File: config.mk
export PLATFORM = sky130hd
export DESIGN_NAME = ppp_front
export DESIGN_NICKNAME = d
export VERILOG_FILES = /design/src/sv/ppp_pkg.sv /design/src/sv/ppp_front.sv
export SDC_FILE = /design/constraint.sdc
export NUM_CORES = 1
export LEC_CHECK = 0
export BUFFER_PORTS_ARGS = -buffer_cell sky130_fd_sc_hd__buf_2
export CORE_UTILIZATION = 45
export DETAILED_ROUTE_END_ITERATION = 10
export PLACE_DENSITY = 0.69
export SYNTH_ARGS = -nofsm -noshare
export SYNTH_HDL_FRONTEND = slang
export SYNTH_SLANG_ARGS = --single-unit
File: constraint.sdc
create_clock -name i_clk -period 11.05 [get_ports i_clk]
set_input_delay 2.21 -clock i_clk [delete_from_list [all_inputs] [get_ports i_clk]]
set_output_delay 2.21 -clock i_clk [all_outputs]
set_load 0.01 [all_outputs]
File: src/sv/ppp_pkg.sv
// Shared types and constants of the perspective point projection block.
// No dependencies; imported by every module of the block.
`default_nettype none
package ppp_pkg;

    localparam int COEF_COUNT = 16;
    localparam int COEF_AW    = 4;
    localparam int NDC_BITS   = 40;
    localparam int QDEPTH     = 2;

    localparam int CFG_IW = 2;
    localparam int CFG_DW = 17;
    localparam logic [CFG_IW-1:0] CFG_SCREEN_WIDTH  = 2'd0;
    localparam logic [CFG_IW-1:0] CFG_SCREEN_HEIGHT = 2'd1;
    localparam logic [CFG_IW-1:0] CFG_NEAR_LIMIT    = 2'd2;

    localparam logic [13:0] RST_SCREEN_WIDTH  = 14'd1024;
    localparam logic [13:0] RST_SCREEN_HEIGHT = 14'd768;
    localparam logic [16:0] RST_NEAR_LIMIT    = 17'd6554;

    localparam logic OP_LOAD    = 1'b0;
    localparam logic OP_PROJECT = 1'b1;

    typedef struct packed {
        logic               operation;
        logic [3:0]         coef_index;
        logic signed [31:0] coef_value;
        logic signed [31:0] pos_x;
        logic signed [31:0] pos_y;
        logic signed [31:0] pos_z;
    } t_item;

    typedef enum logic [3:0] {
        ST_IDLE,
        ST_MUL,
        ST_ACC,
        ST_TRANS,
        ST_TEST,
        ST_DPREP,
        ST_DIV,
        ST_MAP,
        ST_SUM,
        ST_OUT
    } t_state;

endpackage
`default_nettype wire

File: src/sv/ppp_front.sv
// Front end: accepts items, classifies them and holds them in a short queue.
// Depends on ppp_pkg.
`default_nettype none
module ppp_front (
    input  wire logic          i_clk,
    input  wire logic          i_rst_n,
    input  wire logic          i_push,
    output logic               o_full,
    input  wire ppp_pkg::t_item i_item,
    output ppp_pkg::t_item     o_head,
    output logic               o_head_valid,
    input  wire logic          i_head_pop
);
    import ppp_pkg::*;

    localparam int PW = $clog2(QDEPTH);

    t_item            r_mem [QDEPTH];
    logic [PW-1:0]    r_wptr, r_rptr;
    logic [PW:0]      r_count;
    t_item            w_clean;
    logic             w_push, w_pop;

    assign o_full       = (r_count == (PW+1)'(QDEPTH));
    assign o_head_valid = (r_count != '0);
    assign o_head       = r_mem[r_rptr];
    assign w_push       = i_push && !o_full;
    assign w_pop        = i_head_pop && o_head_valid;

    // drop the fields the item's kind does not use
    always_comb begin
        w_clean = i_item;
        if (i_item.operation == OP_LOAD) begin
            w_clean.pos_x = '0;
            w_clean.pos_y = '0;
            w_clean.pos_z = '0;
        end else begin
            w_clean.coef_index = '0;
            w_clean.coef_value = '0;
        end
    end

    always_ff @(posedge i_clk) begin
        if (w_push) begin
            r_mem[r_wptr] <= w_clean;
        end
        if (!i_rst_n) begin
            r_wptr  <= '0;
            r_rptr  <= '0;
            r_count <= '0;
        end else begin
            if (w_push) begin
                r_wptr <= r_wptr + 1'b1;
            end
            if (w_pop) begin
                r_rptr <= r_rptr + 1'b1;
            end
            r_count <= r_count + (PW+1)'(w_push) - (PW+1)'(w_pop);
        end
    end

    a_count_bound: assert property (@(posedge i_clk) disable iff (!i_rst_n)
        r_count <= (PW+1)'(QDEPTH))
        else $error("queue count beyond depth");
    a_no_push_full: assert property (@(posedge i_clk) disable iff (!i_rst_n)
        (o_full && !i_head_pop) |=> o_full)
        else $error("queue lost an entry while full");

endmodule
`default_nettype wire

* Yosys cells after proc, flatten, opt, wreduce, memory -nomap -nowiden
Memory sizes are Yosys's and may differ from the RTL's. A register that Yosys moved wholly into a read port is not among the register bits. Index checks and enable logic that the tools add are counted. W data, S select, Z words.
Cells by class: $add $sub $neg 4, eq/ne operators 1, mux-type cells 6, reductions and logical operators 4
Operators with widths (count):
- $mux W96 | 1
- $mux W36 | 1
- $mux W1 | 4
- $add A1 B1 Y1 const B | 2
- $add A2 B1 Y2 | 1
- $eq A2 B2 Y1 const B | 1
- $logic_and A1 B1 Y1 | 2
- $reduce_bool A2 Y1 | 1
- $sub A2 B1 Y2 | 1
- $logic_not A1 Y1 | 1
Storage, ports and cells: register bits after elaboration 4, memory bits (writable) 266, output and inout port bits 135, logic and storage cells 19, memories 1
Memory list:
- r_mem | depth 2, bits a word 133, read ports 1, clocked after Yosys merged registers in 1, write ports 1, RTL line ppp_front.sv:18 | t_item r_mem [QDEPTH];

* Logic depth before layout (Yosys ltp)
Gate-level depths: netlist (run 1).
word-level depth 5, gate-level depth with buffers 8

* Worst setup path after synthesis (run 1)
Ideal clock, no wire load.
path type input to register, start point in i_push, end point mem r_mem[0][0] in the netlist's numbering (enable), arrival time 7.829 ns, slack 2.594 ns, stages on the path 2, path buffers 0, cell sequence nand2_1 > nor2_1
Between the ends: word-level cells in the longest chain between the ends 3
Ends and longest elaborated chain:
- start: declaration | RTL line ppp_front.sv:7 | input wire logic i_push,
- $logic_and A1 B1 Y1 | RTL line ppp_front.sv:27 | assign w_push = i_push && !o_full;
- $mux W1 | RTL line ppp_front.sv:44 | if (w_push) begin
- $mux W1 (implied by the code) | RTL line ppp_front.sv:45 | r_mem[r_wptr] <= w_clean;
- end: declaration | RTL line ppp_front.sv:18
No other way between the ends.

==> results of run 1 <==
[state kept, by name (all words and copies together) (netlist names), named ones only]
name	count
r_count	2
r_mem	266
r_rptr	1
r_wptr	1
[report_power, final]
| part | switching, mW | internal (mW) | leakage, nW |
|---|---|---|---|
| clock network | 0.371 | 0.575 | 0.451 |
| logic | 0.435 | 0.418 | 2.31 |
| registers | 0.0479 | 1.34 | 2.59 |
| total | 0.854 | 2.33 | 5.34 |
[worst min-delay path, stage by stage, from the launching register on]
cell,delay (ps)
dfxtp_1,320
xnor2_1,90
nor2_1,80
[per-layer routing]
layer  wire length (um)  share of wire
met2               9940           0.48
met5                 58         0.0028
met1               8310           0.40
met3               2080           0.10
met4                356          0.017
[placed cells by master (no fill, tap or decap), drive strengths merged]
master and n:
nor2b 30, nand2 2, inv 4, edfxtp 266, and3 1, mux2i 1
nand2b 2, diode 1, mux2 133, xnor2 1, and2 98, clkbuf 39
or2 1, bufinv 4, ha 2, o21a 1, nor2 4, buf 277
nor3 1, xor2 1, dfxtp 5, and2b 6, clkinv 8
[how the worst min path moves through the flow]
| stage | startpoint | end | slack (ps) | cells past startpoint |
|---|---|---|---|---|
| after floorplan | r_wptr | r_wptr | 450 | 2 |
| after global placement | r_rptr | flip-flop | 500 | 2 |
| after detailed placement | r_rptr | flip-flop | 510 | 2 |
| after CTS | r_rptr | r_rptr | 530 | 2 |
| after global routing | r_rptr | r_rptr | 550 | 2 |
| final | r_rptr | r_rptr | 520 | 2 |
[kinds of logic after synthesis]
kind of cell / Yosys count / share of synthesized area
AO/OA/AOI/OAI: 1 / 0.000682
flip-flops: 271 / 0.734
AND/OR/NAND/NOR: 145 / 0.0816
buffers and inverters: 32 / 0.0186
XOR/XNOR: 2 / 0.00159
adder cells (fa/ha/maj): 2 / 0.00227
multiplexers: 134 / 0.161
[through the flow]
step	cells	setup WS [ps]	hold slack (ps)
floorplan	587	2590	455
CTS	1206	6230	528
finish	1207	6280	523
detailed placement	1154	6220	506
global placement	1154	6240	498
global route	1207	6140	552
[cell type report]
cell class | instances | area (um2) | area share
antenna | 1 | 2.50 | 0.000184
clock buffer | 39 | 763 | 0.0563
clock inverter | 13 | 165 | 0.0122
inverter | 3 | 11.3 | 0.000830
multi-input combinational | 284 | 2730 | 0.201
sequential | 271 | 8090 | 0.596
tap | 319 | 399 | 0.0294
timing repair buffer | 277 | 1400 | 0.103
==> flow_summary_export.csv, run 1 <==
group,metric,value,unit
grt,grt_util_all_layers,0.159,
critical_path,cp-endpoint,"o_head[121]",
cts,htree_num_levels,1,
cts,clkTransAtPathRegs,60,ps
cts,cts_tree,"yes",
sta,fin_skew,15.6,ps
logic_synthesis,synth.net_count,726,
grt,grt_pass1_vias,5894,
route,wl_per_cell,17.2,um
logic_synthesis,ys_warn_count,0,
critical_path,r2r_slack,8050,ps
critical_path,cp_cell_sequence,"buf_4 -> mux2_2 -> buf_2",
route,dr.pass1.iters,4,
logic_synthesis,synthFlopType,"edfxtp_1",
route,vias_per_cell,4.82,
floorplan,core,0.0238,mm2
sta,setup_viol,0,
logic_synthesis,synth_top_area_share,0.725,
route,routed-via-count,5814,
run_status,status,"finished, final reports clean",
sta,fin_crit_sh,0.432,
grt,antenna_found_initial,5,
grt,use_met1,0.187,
critical_path,rr_startpoint,"r_count[0]",
critical_path,reg2regPathDepth,5,
grt,gr-total-overflow,0,
logic_synthesis,syn_inst,587,
logic_synthesis,synth.most_common_cell,"edfxtp_1",
critical_path,path_max_fanout,59,
critical_path,crit_path_end_kind,"output port",
logic_synthesis,synth-edff-count,266,
critical_path,slowest_stage,"buf_4",
critical_path,path_class,"reg2out",
grt,grt_pass1_wl,30300,um
logic_synthesis,synth_area,0.0110,mm2
route,ant_nets,0,
logic_synthesis,synth_seq_area_share,0.734,
sta,relSlewSlack,0.263,
cells_and_area,drive_above_1_share,0.508,
cells_and_area,area_growth,23.2,%
logic_synthesis,synthDistinctLibCells,23,
cells_and_area,utilization,0.571,
sta,hold_viol,0,
cts,cts_made_buffers,29,
cts,clockBufferDepth,3,
sta,slew_viol_final,0,
floorplan,rows,56,
cells_and_area,fill_cells,1878,
critical_path,path_buf_inv,2,
sta,rsz0062_at_grt,"no",
cts,clock_sinks,271,
floorplan,die-area,0.0251,mm2
logic_synthesis,avgSynthCellArea,18.8,um2
cells_and_area,layout.nets,1005,
power,ir_drop,198,uV
sta,fmax,0.210,GHz
critical_path,critical_path_required,8840,ps
floorplan,initial_core_util,0.464,
grt,gr-usage-met3,0.0661,
power,power.leakage,5.34,nW
logic_synthesis,ys_top_cells_by_area,"edfxtp_1 (73%), mux2_4 (9.5%), mux2_2 (6.4%), and2_1 (5.6%), nor2b_1 (1.7%)",
cts,worstSkewPairLatency,530,ps
route,totalWireLength,20700,um
cts,cts_setup_buffers,0,
cells_and_area,post-route-cell-area,0.0136,mm2
sta,fin_crit,4770,ps
route,drt_iter0_markers,278,
floorplan,die_w,158,um
critical_path,critical-path-top-delay-family,"buffers and inverters",
cts,clock-root-buffer,"clkbuf_16",
job,maxCapViolations,0,
critical_path,arrival,2560,ps
logic_synthesis,synth_commonest_cells,"edfxtp_1 (266), and2_1 (98), mux2_4 (70)",
place,gp_congestion,0.697,
worst_hold_path,min_path_type,"reg2reg",
place,port_buffers,271,
place,dp_hpwl,12900,um
critical_path,critPathLaunchType,"flip-flop",
route,drc,0,
grt,grt_max_degree,109,
grt,top_usage_layer,"met2",
logic_synthesis,synthArstFlopShare,0,
critical_path,slowest_delay,840,ps
place,place_area,0.0126,mm2
sta,worstMarginPinSlew,1110,ps
grt,use_met2,0.266,
critical_path,cp_num_cells,3,
power,power,3.19,mW
floorplan,die_h,158,um
cts,cts-resized-gates,0,
logic_synthesis,yosysTopAreaCell,"edfxtp_1",
cts,ctsHoldBuffers,0,
floorplan,ios,272,
power,power_density,235,mW/mm2
logic_synthesis,yosys_register_bits,271,
sta,setup_tns,0,ps
critical_path,r2r-end,"r_mem[0][100]",
Note: power is estimated with default switching activity, not from simulation.
==> inputs of run 2 (changes only) <==
clock period = 4.5 ns   (was 11.05 ns; I/O delays follow)
==> flow_summary_export.csv, run 2 (synthesized netlist as in run 1, its figures left out) <==
group,metric,value,unit
power,power_density,574,mW/mm2
power,power.leakage,5.36,nW
route,wl_per_cell,17.2,um
sta,relSlewSlack,0.490,
cts,ctsHoldBuffers,0,
cts,cts-resized-gates,0,
grt,grt_pass1_wl,30200,um
place,gp_congestion,0.741,
cells_and_area,layout.nets,1004,
sta,hold_viol,0,
cts,cts_tree,"yes",
cts,clock-root-buffer,"clkbuf_16",
floorplan,die_w,158,um
cells_and_area,top_register,"r_mem",
critical_path,path_class,"reg2out",
floorplan,die_h,158,um
cts,worstSkewPairLatency,530,ps
critical_path,critical_path_required,3600,ps
place,port_buffers,271,
route,dr.pass1.iters,4,
cells_and_area,final_cell_mix,"buf_2 (270), edfxtp_1 (266), and2_1 (98)",
floorplan,initial_core_util,0.464,
critical_path,crit_path_end_kind,"output port",
power,ir_drop,380,uV
cells_and_area,area_growth,23.8,%
job,maxCapViolations,0,
sta,slew_viol_final,0,
run_status,status,"finished, final reports clean",
route,vias_per_cell,4.80,
cts,clockBufferDepth,3,
cells_and_area,mostFrequentLayoutCell,"buf_2",
grt,grt_max_degree,122,
cts,clock_sinks,271,
worst_hold_path,min_from,"r_wptr",
floorplan,die-area,0.0251,mm2
grt,grt_pass1_vias,5874,
floorplan,core,0.0238,mm2
grt,gr-total-overflow,0,
cells_and_area,drive_above_1_share,0.510,
grt,grt_util_all_layers,0.158,
sta,rsz0062_at_grt,"no",
sta,setup_viol,0,
sta,fmax,0.351,GHz
cells_and_area,layout.cells.non_filler,1207,
cts,htree_num_levels,1,
cells_and_area,largest_reg_flops,266,
sta,fin_crit_sh,0.633,
route,totalWireLength,20700,um
floorplan,rows,56,
cts,cts_made_buffers,28,
floorplan,ios,272,
cts,cts_setup_buffers,0,
route,drc,0,
cts,clkTransAtPathRegs,60,ps
sta,worstMarginPinSlew,766,ps
sta,setup_tns,0,ps
route,ant_nets,0,
grt,antenna_found_initial,4,
place,dp.cells,1154,
worst_hold_path,min_path_type,"reg2reg",
sta,fin_skew,9.37,ps
critical_path,rr_startpoint,"r_count[0]",
place,dp_hpwl,12900,um
critical_path,path_max_fanout,73,
route,drt_iter0_markers,299,
route,routed-via-count,5796,
critical_path,arrival,1950,ps
cells_and_area,top_regs,"r_mem: 266 flops, r_count: 2 flops",
sta,fin_crit,2850,ps
critical_path,critPathLaunchType,"flip-flop",
## run 2: power by group
part           switching (mW)  leakage, nW  internal, mW
Combinational            1.10         2.32          1.04
Sequential              0.103         2.59          3.28
Clock                   0.893        0.453          1.40
Total                    2.09         5.36          5.73
## run 2: metal layers
layer | up-vias | wire [um] | global-route usage
li1 | 2749 | - | -
met1 | 2772 | 8360 | 0.186
met2 | 228 | 9570 | 0.259
met3 | 41 | 2160 | 0.0689
met4 | 6 | 572 | 0.0536
met5 | - | 40 | 0
## run 2: final timing paths
kind                                endpoint  slack (ps)  cells past startpoint
worst min-delay path                  r_wptr         540                      2
worst max-delay path             o_head[120]        1650                      3
worst max register to register  r_mem[0][71]        2410                      4
worst min register to register        r_wptr         540                      2
## run 2: cell type report
class	instances	area, um2
Antenna cell	1	2.50
Sequential cell	271	8090
Multi-Input combinational cell	284	2730
Fill cell	1888	10100
Tap cell	319	399
Timing Repair Buffer	277	1470
Clock buffer	36	752
Clock inverter	16	175
Inverter	3	11.3
## run 2: critical path: stages, from the launching register on
cell and delay [ps]:
dfxtp_4 370, buf_12 390, mux2_2 420, buf_2 140
## run 2: metrics by stage
| step | utilization | instance area (um2) | total power, mW | hold slack (ps) | setup WS (ps) |
|---|---|---|---|---|---|
| floorplan | - | 11000 | 4.89 | 481 | 1080 |
| global placement | 0.535 | 12700 | 5.58 | 495 | 1970 |
| detailed placement | 0.535 | 12700 | 5.61 | 500 | 1940 |
| CTS | 0.574 | 13600 | 7.92 | 545 | 1640 |
| global route | 0.574 | 13600 | 8.18 | 551 | 1590 |
| finish | 0.574 | 13600 | 7.82 | 543 | 1650 |
